<file path="src/sv/pfr_pkg.sv">
// Shared types and constants for the two-objective Pareto front ranker.
`timescale 1ns / 1ps

package pfr_pkg;

    localparam int KEY_W   = 32;
    localparam int INDEX_W = 6;
    localparam int RANK_W  = 6;

    typedef struct packed {
        logic signed [KEY_W-1:0] objective_one;
        logic signed [KEY_W-1:0] objective_two;
        logic                    final_point;
    } t_point_in;

    typedef struct packed {
        logic [INDEX_W-1:0] point_index;
        logic [RANK_W-1:0]  front_rank;
        logic               last_result;
    } t_rank_out;

    typedef struct packed {
        logic signed [KEY_W-1:0] key_one;
        logic signed [KEY_W-1:0] key_two;
    } t_key;

    typedef enum logic [2:0] {
        ST_IDLE,
        ST_SCAN,
        ST_DRAIN,
        ST_COMMIT,
        ST_EMIT,
        ST_EMIT_DRAIN
    } t_state;

    typedef struct packed {
        logic load;
        logic init;
        logic issue_scan;
        logic issue_emit;
        logic commit;
        logic finish;
    } t_cmd;

    typedef struct packed {
        logic scan_last;
        logic cand_valid;
    } t_status;

endpackage

</file>
<file path="src/sv/pfr_ctrl.sv">
// Sequencer for loading, ranking passes and result emission.
`timescale 1ns / 1ps

module pfr_ctrl (
    input  logic             i_clk,
    input  logic             i_rst_n,
    input  logic             i_start,
    input  logic             i_final,
    input  pfr_pkg::t_status i_status,
    output pfr_pkg::t_cmd    o_cmd,
    output logic             o_busy
);

    pfr_pkg::t_state r_state;
    pfr_pkg::t_state n_state;

    always_ff @(posedge i_clk) begin
        if (!i_rst_n) begin
            r_state <= pfr_pkg::ST_IDLE;
        end else begin
            r_state <= n_state;
        end
    end

    always_comb begin
        n_state = r_state;
        o_cmd   = '0;
        o_busy  = (r_state != pfr_pkg::ST_IDLE);
        case (r_state)
            pfr_pkg::ST_IDLE: begin
                if (i_start) begin
                    o_cmd.load = 1'b1;
                    if (i_final) begin
                        o_cmd.init = 1'b1;
                        n_state    = pfr_pkg::ST_SCAN;
                    end
                end
            end
            pfr_pkg::ST_SCAN: begin
                o_cmd.issue_scan = 1'b1;
                if (i_status.scan_last) begin
                    n_state = pfr_pkg::ST_DRAIN;
                end
            end
            pfr_pkg::ST_DRAIN: begin
                n_state = pfr_pkg::ST_COMMIT;
            end
            pfr_pkg::ST_COMMIT: begin
                o_cmd.commit = 1'b1;
                if (i_status.cand_valid) begin
                    n_state = pfr_pkg::ST_SCAN;
                end else begin
                    n_state = pfr_pkg::ST_EMIT;
                end
            end
            pfr_pkg::ST_EMIT: begin
                o_cmd.issue_emit = 1'b1;
                if (i_status.scan_last) begin
                    n_state = pfr_pkg::ST_EMIT_DRAIN;
                end
            end
            pfr_pkg::ST_EMIT_DRAIN: begin
                o_cmd.finish = 1'b1;
                n_state      = pfr_pkg::ST_IDLE;
            end
            default: begin
                n_state = pfr_pkg::ST_IDLE;
            end
        endcase
    end

endmodule

</file>
<file path="config.mk">
export PLATFORM = sky130hd
export DESIGN_NAME = pfr_ctrl
export DESIGN_NICKNAME = d
export VERILOG_FILES = /design/src/sv/pfr_pkg.sv /design/src/sv/pfr_ctrl.sv
export SDC_FILE = /design/constraint.sdc
export NUM_CORES = 1
export LEC_CHECK = 0
export BUFFER_PORTS_ARGS = -buffer_cell sky130_fd_sc_hd__buf_2
export CAP_MARGIN = 20
export CORE_AREA = 4 4 41 43
export DETAILED_ROUTE_END_ITERATION = 10
export DIE_AREA = 0 0 45 47
export RECOVER_POWER = 50
export SETUP_SLACK_MARGIN = 0.3
export SYNTH_ARGS = -nofsm -noshare
export SYNTH_HDL_FRONTEND = slang
export SYNTH_SLANG_ARGS = --single-unit
export TNS_END_PERCENT = 1
</file>
<file path="constraint.sdc">
create_clock -name i_clk -period 1.2 [get_ports i_clk]
set_clock_uncertainty 0.05 [all_clocks]
set_input_delay 0.12 -clock i_clk [delete_from_list [all_inputs] [get_ports i_clk]]
set_output_delay 0.12 -clock i_clk [all_outputs]
set_load 0.02 [all_outputs]
</file>
==> out/qor.yml, run 1 <==
status: "finished with violations"
violations: "setup timing"
dp.final_hpwl_um: 461
wire_per_inst_um: 9.23
cts_buffers: 3
critPathBufInv: 1
fp.coreArea_mm2: 0.00130
htree_levels: 1
cts_tree: "built"
cts_root_buf: "clkbuf_4"
finalMaxSlewViolations: 0
ios: 13
crit_fanout: 3
netlist_area_um2: 199
critPathTopFamily: "simple AND/OR/NAND/NOR gates"
worstPathCellList: "or3_4 > nor2_4 > buf_6"
grt_max_degree: 8
synth_fa_ha_area_share_pct: 0
grt_overflow: 0
seqPwrFrac_pct: 25.1
syn-num-nets: 30
max_slew_margin_pct: 85.8
num_antenna_cells: 0
fill_cells: 149
reg2reg_to: "r_state[2]"
drt_iter0_drc: 1
min_to: "r_state[2]"
peakVddDrop_v: 0.000294
top_regs: "r_state (3)"
clk_path_buf_depth: 2
finalInstanceArea_um2: 429
path_clk_slew_ns: 0.04
routed_wirelength_um: 563
crit_type: "flip-flop to output pin"
finalCritPeriodShare_pct: 112
antenna_found_initial: 0
synth_compound_area_share_pct: 10.1
setup_viol: 6
drc: 0
largest_reg_flops: 3
hp-class: "primary input to flip-flop"
p_comb_share_pct: 37.7
area.growth.synth_to_final_pct: 116
dp_worst_setup_slack_ns: 0.0444
grtUsageTotal_pct: 6.64
dieHeight_um: 47
cp-end-kind: "output pin"
synthCells: 24
rrSetupSlack_ns: 0.06
power.switching_mw: 0.143
arrival_ns: 1.18
p_total_mw: 0.466
cp-start-kind: "flip-flop"
rows: 13
leakagePower_nw: 0.192
required_ns: 1.03
rsz0062_at_grt: "yes"
synth.area.mux_share_pct: 5.66
clkSinkCount: 3
reg2reg_depth: 4
drt_first_pass_iters: 2
hold-path-cell-count: 2
avgSynthCellArea_um2: 8.29
gp_congestion: 0.626
vias: 256
reg2reg_from: "r_state[2]"
grt_pass1_vias: 243
critPathMaxStageDelay_ns: 0.40
clockPowerShare_pct: 37.2
drive_gt1_share_pct: 71.7
synth_xor_area_share_pct: 0
placed_area_um2: 349
top_register: "r_state"
period_needed_ns: 1.35
grt_pass1_wl_um: 1000
multi_input_area_um2: 175
holdCritStartpoint: "i_rst_n"
setup_tns_ns: -0.425
max_slew.worst_pin.slew_ns: 0.212
die-area_mm2: 0.00212
max_freq_ghz: 0.743
synth_cell_types: 15
p_per_area_mw_per_mm2: 1090
synth_top_family_by_area: "simple AND/OR/NAND/NOR gates"
yosysSeqAreaShare_pct: 30.2
initial_core_util_pct: 15.3
viasPerCell: 4.20
portBuffers: 12
synthSimpleGateAreaFrac_pct: 52.2
hold_viol_final: 0
intPower_mw: 0.323
swShare_pct: 30.8
synth_seq_cells: 3
worstSkewPairLatency_ns: 0.23
yosysWarnings: 0
drv_cap: 0
worst_slack_ns: -0.145
antenna_left: 0
finish.utilization_pct: 33.0
layout.nets: 53
dieWidth_um: 45
seq_area_um2: 66.3
cpMaxStageDelayCell: "or3_4"
[worst register-to-register path, cell delays in order, from the launching register on]
cell and delay, ns:
dfxtp_4 0.34, buf_6 0.11, and3b_2 0.21, nor2b_2 0.15, o21a_1 0.17
[per-stage QoR]
stage / hold slack [ns] / std cells
3_5_place_dp: 0.342 / 56
6_report: 0.102 / 61
4_1_cts: 0.0972 / 61
5_1_grt: 0.116 / 61
2_1_floorplan: 0.187 / 24
3_3_place_gp: 0.352 / 56
[cells in the final DEF, fill, tap and decap left out]
| master | Yosys | routed |
|---|---|---|
| buf_4 | 0 | 7 |
| dfxtp_2 | 0 | 2 |
| mux2_2 | 1 | 1 |
| nor2_4 | 0 | 2 |
| clkbuf_1 | 0 | 1 |
| inv_1 | 1 | 1 |
| nor2b_2 | 0 | 1 |
| nor2_1 | 3 | 1 |
| o21ai_1 | 0 | 1 |
| nand4b_1 | 2 | 2 |
| clkbuf_4 | 0 | 3 |
| buf_2 | 0 | 6 |
| and3b_2 | 0 | 1 |
| buf_6 | 0 | 5 |
| nor3b_4 | 0 | 1 |
| o21a_1 | 1 | 1 |
| or2b_1 | 2 | 2 |
| nand2_1 | 3 | 3 |
| or3_4 | 0 | 1 |
| dfxtp_4 | 0 | 1 |
| a211oi_1 | 1 | 1 |
| nor3b_2 | 1 | 2 |
[synth_stat cells]
cell | n | area [um^2]
dfxtp_1 | 3 | 60.1
nand2_1 | 3 | 11.3
nor2_1 | 3 | 11.3
nand4b_1 | 2 | 17.5
nor3b_1 | 2 | 15.0
or2b_1 | 2 | 15.0
a211oi_1 | 1 | 7.51
and3b_1 | 1 | 8.76
inv_1 | 1 | 3.75
mux2_2 | 1 | 11.3
nor2b_1 | 1 | 6.26
nor3b_2 | 1 | 12.5
o21a_1 | 1 | 7.51
o21ai_0 | 1 | 5.00
or3_1 | 1 | 6.26
[per-layer routing]
metal	global-route usage, %	wire, um	vias up	share of wire [%]
met2	10.2	283	5	50
met1	8.18	247	119	44
met4	3.51	0	0	0
met5	0	0	-	0
met3	2.30	31	0	5.5
li1	-	-	132	-
[worst max path at each step]
stage          startpoint       end  slack [ns]  cells after the start
3_3_place_gp   r_state[2]  o_cmd[4]        0.05                      3
3_5_place_dp   r_state[2]  o_cmd[5]        0.04                      3
6_report       r_state[2]  o_cmd[5]       -0.15                      3
5_1_grt        r_state[0]  o_cmd[4]       -0.19                      3
4_1_cts        r_state[2]  o_cmd[4]       -0.18                      3
2_1_floorplan  r_state[0]  o_cmd[4]        0.09                      2
[area by class of cell]
cell class / count / share of cell area, %
clock buffers: 4 / 6.12
inverters: 1 / 0.875
multi-input cells: 20 / 40.8
flip-flops and latches: 3 / 15.5
well taps: 15 / 4.37
repair buffers: 18 / 32.4
[power by group through the flow]
stage	clock network, mW	logic [mW]	registers [mW]
floorplan	0	0.0887	0.125
global placement	0	0.154	0.120
detailed placement	0	0.155	0.121
CTS	0.185	0.173	0.117
global route	0.199	0.189	0.120
finish	0.174	0.176	0.117
[logic make-up after synthesis]
| logic type | Yosys count |
|---|---|
| simple gates | 16 |
| buf+inv | 1 |
| mux | 1 |
| compound gates | 3 |
| flops | 3 |
[repair_timing]
| item | 4_1_cts | 5_1_grt |
|---|---|---|
| resized for setup | 11 | 5 |
| pin swaps | 2 | 3 |
| hold buffers | 0 | 0 |
| buffers inserted | 1 | 0 |
| setup endpoints to repair | 10 | 10 |
Power figures use the tool's default switching activity.
==> run 2, diff against run 1 <==
--- a/config.mk
+++ b/config.mk
@@ -11,6 +11,7 @@
 export DETAILED_ROUTE_END_ITERATION = 10
 export DIE_AREA = 0 0 45 47
 export RECOVER_POWER = 50
+export REMOVE_ABC_BUFFERS = 1
 export SETUP_SLACK_MARGIN = 0.3
 export SYNTH_ARGS = -nofsm -noshare
 export SYNTH_HDL_FRONTEND = slang
==> run 2 against run 1 <==
Net effect: the flow still finishes with violations (setup timing); combinational power fell by 9.7%; cell area fell by 7.0%; sequential share of layout area up 1.2 points; count of clock-buffer cells in the layout is the same; maximum frequency fell by 0.75%; sequential power increased by 4%; worst setup slack got worse by 0.010 ns; core utilization fell by 2.3 points; critical path depth unchanged; via count grew 0.78%; clock power hardly changed; wire length up 14%; largest power group is now clock.
==> out/qor.yml, run 2 (same netlist as run 1, synthesis figures left out) <==
status: "finished with violations"
violations: "setup timing"
grt_overflow: 0
grtUsageTotal_pct: 7.66
num_antenna_cells: 0
max_slew_margin_pct: 81.3
drive_gt1_share_pct: 65.2
finish.utilization_pct: 30.7
routed_wirelength_um: 641
p_per_area_mw_per_mm2: 1140
portBuffers: 12
postCtsHoldBufs: 0
grt_pass1_wl_um: 1100
ios: 13
cp-end-kind: "output pin"
dp.final_hpwl_um: 475
antenna_left: 0
top_register: "r_state"
antenna_found_initial: 0
hp-class: "primary input to flip-flop"
max_freq_ghz: 0.738
cts_buffers: 3
clk_path_buf_depth: 2
arrival_ns: 1.19
cp-startpoint: "r_state[2]"
wire_per_inst_um: 10.5
worstSkewPairLatency_ns: 0.23
mostFrequentLayoutCells: "buf_4, buf_2, nand2_1, clkbuf_4, buf_6"
dieWidth_um: 45
cpMaxStageDelayCell: "or3_4"
hold_viol_final: 0
drv_cap: 0
cp-start-kind: "flip-flop"
rrSetupSlack_ns: 0.08
fp.coreArea_mm2: 0.00130
max_slew.worst_pin.slew_ns: 0.280
p_total_mw: 0.456
vias: 258
rsz0062_at_grt: "yes"
holdCritStartpoint: "i_rst_n"
peakVddDrop_v: 0.000652
area.growth.synth_to_final_pct: 101
cts_root_buf: "clkbuf_4"
seq_area_um2: 66.3
cts_tree: "built"
leakagePower_nw: 0.189
largest_reg_flops: 3
critPathMaxStageDelay_ns: 0.41
drt_first_pass_iters: 2
fill_cells: 149
multi_input_area_um2: 155
grt_pass1_vias: 275
path_clk_slew_ns: 0.03
required_ns: 1.03
htree_levels: 1
initial_core_util_pct: 15.3
placed_area_um2: 315
reg2reg_from: "r_state[0]"
gp_congestion: 0.671
clkSinkCount: 3
crit_fanout: 3
dp_worst_setup_slack_ns: 0.0293
finalInstanceArea_um2: 399
layout.nets: 53
rows: 13
crit_type: "flip-flop to output pin"
setup_viol: 7
drc: 0
finalCritPeriodShare_pct: 113
dieHeight_um: 47
die-area_mm2: 0.00212
finalMaxSlewViolations: 0
period_needed_ns: 1.36
mostFrequentLayoutCell: "buf_4"
drt_iter0_drc: 2
grt_max_degree: 7
worstPathCellList: "or3_4 > nor2_4 > buf_6"
top_regs: "r_state (3)"
worst_slack_ns: -0.155
viasPerCell: 4.23
## run 2: cell counts in the layout (fill, tap and decap cells not counted)
Identical to the previous run, type by type.
## run 2: per-stage QoR
stage | hold slack (ns) | TNS, ns | std cells
finish | 0.113 | -0.555 | 61
global route | 0.0901 | -1.11 | 61
CTS | 0.107 | -0.583 | 61
detailed placement | 0.352 | 0 | 56
global placement | 0.356 | 0 | 56
floorplan | 0.188 | -0.433 | 24
## run 2: layer usage
layer / track usage, % / routed length [um] / share of wire [%] / up-vias
met5: 0 / 0 / 0 / -
met3: 5.75 / 44 / 6.9 / 2
met4: 3.51 / 21 / 3.3 / 0
li1: - / - / - / 129
met1: 7.94 / 268 / 42 / 118
met2: 11.6 / 307 / 48 / 9
## run 2: power breakdown
| part | switching, mW | internal, mW |
|---|---|---|
| registers | 0.0110 | 0.111 |
| logic | 0.0760 | 0.0828 |
| clock network | 0.0504 | 0.124 |
## run 2: final cells by class
| type | count | share of cell area (%) |
|---|---|---|
| Multi-Input combinational cell | 20 | 38.9 |
| Timing Repair Buffer | 18 | 32.3 |
| Sequential cell | 3 | 16.6 |
| Clock buffer | 4 | 6.58 |
| Tap cell | 15 | 4.70 |
| Inverter | 1 | 0.940 |
## run 2: timing repair
action / in CTS / in global routing
pin swaps: 4 / 1
endpoints found under the setup margin: 10 / 10
resized for setup: 12 / 6
cloned: 0 / 0
setup buffers: 1 / 0
## run 2: path summary, 6_finish.rpt
check                             endpoint  cells after the start
worst max-delay path              o_cmd[5]                      3
worst min-delay path            r_state[2]                      2
worst max register to register  r_state[2]                      4
worst min register to register  r_state[0]                      2
## run 2: worst max-delay path, delay by kind of cell (launching register included)
family,cells,cell delay (ns)
buffers and inverters,1,0.12
flip-flops,1,0.31
AND/OR/NAND/NOR,2,0.53
==> run 3, diff against run 2 <==
--- a/config.mk
+++ b/config.mk
@@ -10,6 +10,7 @@
 export CORE_AREA = 4 4 41 43
 export DETAILED_ROUTE_END_ITERATION = 10
 export DIE_AREA = 0 0 45 47
+export GPL_ROUTABILITY_DRIVEN = 0
 export RECOVER_POWER = 50
 export REMOVE_ABC_BUFFERS = 1
 export SETUP_SLACK_MARGIN = 0.3
==> constraint.sdc (replaced) <==
create_clock -name i_clk -period 1.2 [get_ports i_clk]
set_clock_uncertainty 0.05 [all_clocks]
set_input_delay 0.12 -clock i_clk [delete_from_list [all_inputs] [get_ports i_clk]]
set_output_delay 0.12 -clock i_clk [all_outputs]
set_load 0.1 [all_outputs]
==> run 3 against run 2 <==
Net effect: the flow still finishes with violations (setup timing); largest power group is now combinational logic; critical path type unchanged; sequential cell count unchanged; hold slack better by 0.0013 ns; register-to-register slack worse by 0.06 ns; clock power up 3%; maximum frequency down 7.2%.
==> out/qor.yml, run 3 (same netlist as run 1, synthesis figures left out) <==
mostFrequentLayoutCell: "buf_12"
mostFrequentLayoutCells: "buf_12, buf_2, buf_4"
rsz0062_at_grt: "yes"
multi_input_area_um2: 169
reg2reg_from: "r_state[2]"
rrSetupSlack_ns: 0.02
ios: 13
seq_area_um2: 66.3
grt_pass1_vias: 278
cp-start-kind: "flip-flop"
largest_reg_flops: 3
setup_viol: 7
rows: 13
reg2reg_depth: 4
seqPwrFrac_pct: 18.5
vias: 260
grt_overflow: 0
max_slew.worst_pin.slew_ns: 0.279
drc: 0
antenna_left: 0
max_slew_margin_pct: 81.5
portBuffers: 12
cp.depth: 3
wire_per_inst_um: 12.0
critPathTopFamily: "simple AND/OR/NAND/NOR gates"
power.switching_mw: 0.291
hold-path-cell-count: 2
grtUsageTotal_pct: 8.21
dieWidth_um: 45
p_per_area_mw_per_mm2: 1330
cp-end-kind: "output pin"
p_total_mw: 0.653
drv_cap: 0
htree_levels: 1
period_needed_ns: 1.46
max_freq_ghz: 0.684
fp.coreArea_mm2: 0.00130
fill_cells: 131
die-area_mm2: 0.00212
area.growth.synth_to_final_pct: 146
leakagePower_nw: 0.210
top_register: "r_state"
hold_viol_final: 0
worstPathCellList: "or3_4 > nor2_4 > buf_12"
hp-class: "primary input to flip-flop"
p_comb_share_pct: 53.9
dieHeight_um: 47
swShare_pct: 44.6
grt_pass1_wl_um: 1190
intPower_mw: 0.362
finalCritPeriodShare_pct: 122
drt_iter0_drc: 6
worstSkewPairLatency_ns: 0.23
required_ns: 1.03
num_antenna_cells: 0
crit_type: "flip-flop to output pin"
critPathMaxStageDelay_ns: 0.43
cts_root_buf: "clkbuf_4"
drive_gt1_share_pct: 71.7
reg2reg_to: "r_state[2]"
peakVddDrop_v: 0.000468
min_to: "r_state[2]"
cpMaxStageDelayCell: "or3_4"
critPathBufInv: 1
layout.nets: 53
violations: "setup timing"
holdCritStartpoint: "i_rst_n"
clkSinkCount: 3
clockPowerShare_pct: 27.6
worst_slack_ns: -0.261
antenna_found_initial: 0
hold_slack_ns: 0.115
clk_path_buf_depth: 2
drt_first_pass_iters: 3
initial_core_util_pct: 15.3
cts_buffers: 3
finalMaxSlewViolations: 0
crit_fanout: 3
routed_wirelength_um: 732
viasPerCell: 4.26
cts_tree: "built"
top_regs: "r_state (3)"
grt_max_degree: 8
status: "finished with violations"
path_clk_slew_ns: 0.04
arrival_ns: 1.29
==> run 3: worst max path at each step <==
stage	slack, ns	end	start
after floorplan	-1.93	r_state[2]	r_state[2]
after global placement	-0.06	o_cmd[4]	r_state[1]
after detailed placement	-0.09	o_cmd[4]	r_state[2]
after CTS	-0.24	o_cmd[4]	r_state[2]
after global routing	-0.29	o_cmd[5]	r_state[2]
final	-0.26	o_cmd[5]	r_state[2]
==> run 3: layer usage <==
layer / wire, um / GRT usage [%] / share of wire, % / vias to the layer above
li1: - / - / - / 131
met1: 287 / 8.62 / 39 / 122
met2: 412 / 14.1 / 56 / 7
met3: 32 / 2.68 / 4.4 / 0
met4: 0 / 5.26 / 0 / 0
met5: 0 / 0 / 0 / -
==> run 3: final cells by class <==
cell class              instances  share of cell area, %
multi-input cells              20                   34.5
repair buffers                 18                   41.9
inverters                       1                  0.767
well taps                      15                   3.84
clock buffers                   4                   5.37
flip-flops and latches          3                   13.6
==> run 3: power by group through the flow <==
stage	Combinational, mW	Clock [mW]	Sequential (mW)
2_1_floorplan	0.198	0	0.121
3_3_place_gp	0.312	0	0.117
3_5_place_dp	0.315	0	0.118
4_1_cts	0.349	0.189	0.120
5_1_grt	0.362	0.194	0.123
6_report	0.352	0.180	0.121
==> run 3: metrics by stage <==
stage	TNS (ns)	area, um^2	worst slack, ns	utilization (%)	cells
final	-1.13	489	-0.261	37.6	61
after global routing	-1.44	489	-0.293	37.6	61
after CTS	-1.10	487	-0.244	37.4	61
after detailed placement	-0.161	405	-0.0919	31.2	56
after global placement	-0.116	405	-0.0592	31.2	56
after floorplan	-9.30	199	-1.93	-	24
==> run 3: timing repair <==
item                       4_1_cts  5_1_grt
hold buffers                     0        0
pin swaps                        3        1
gates resized for setup         15        1
setup endpoints to repair       10       10
setup buffers                    1        0
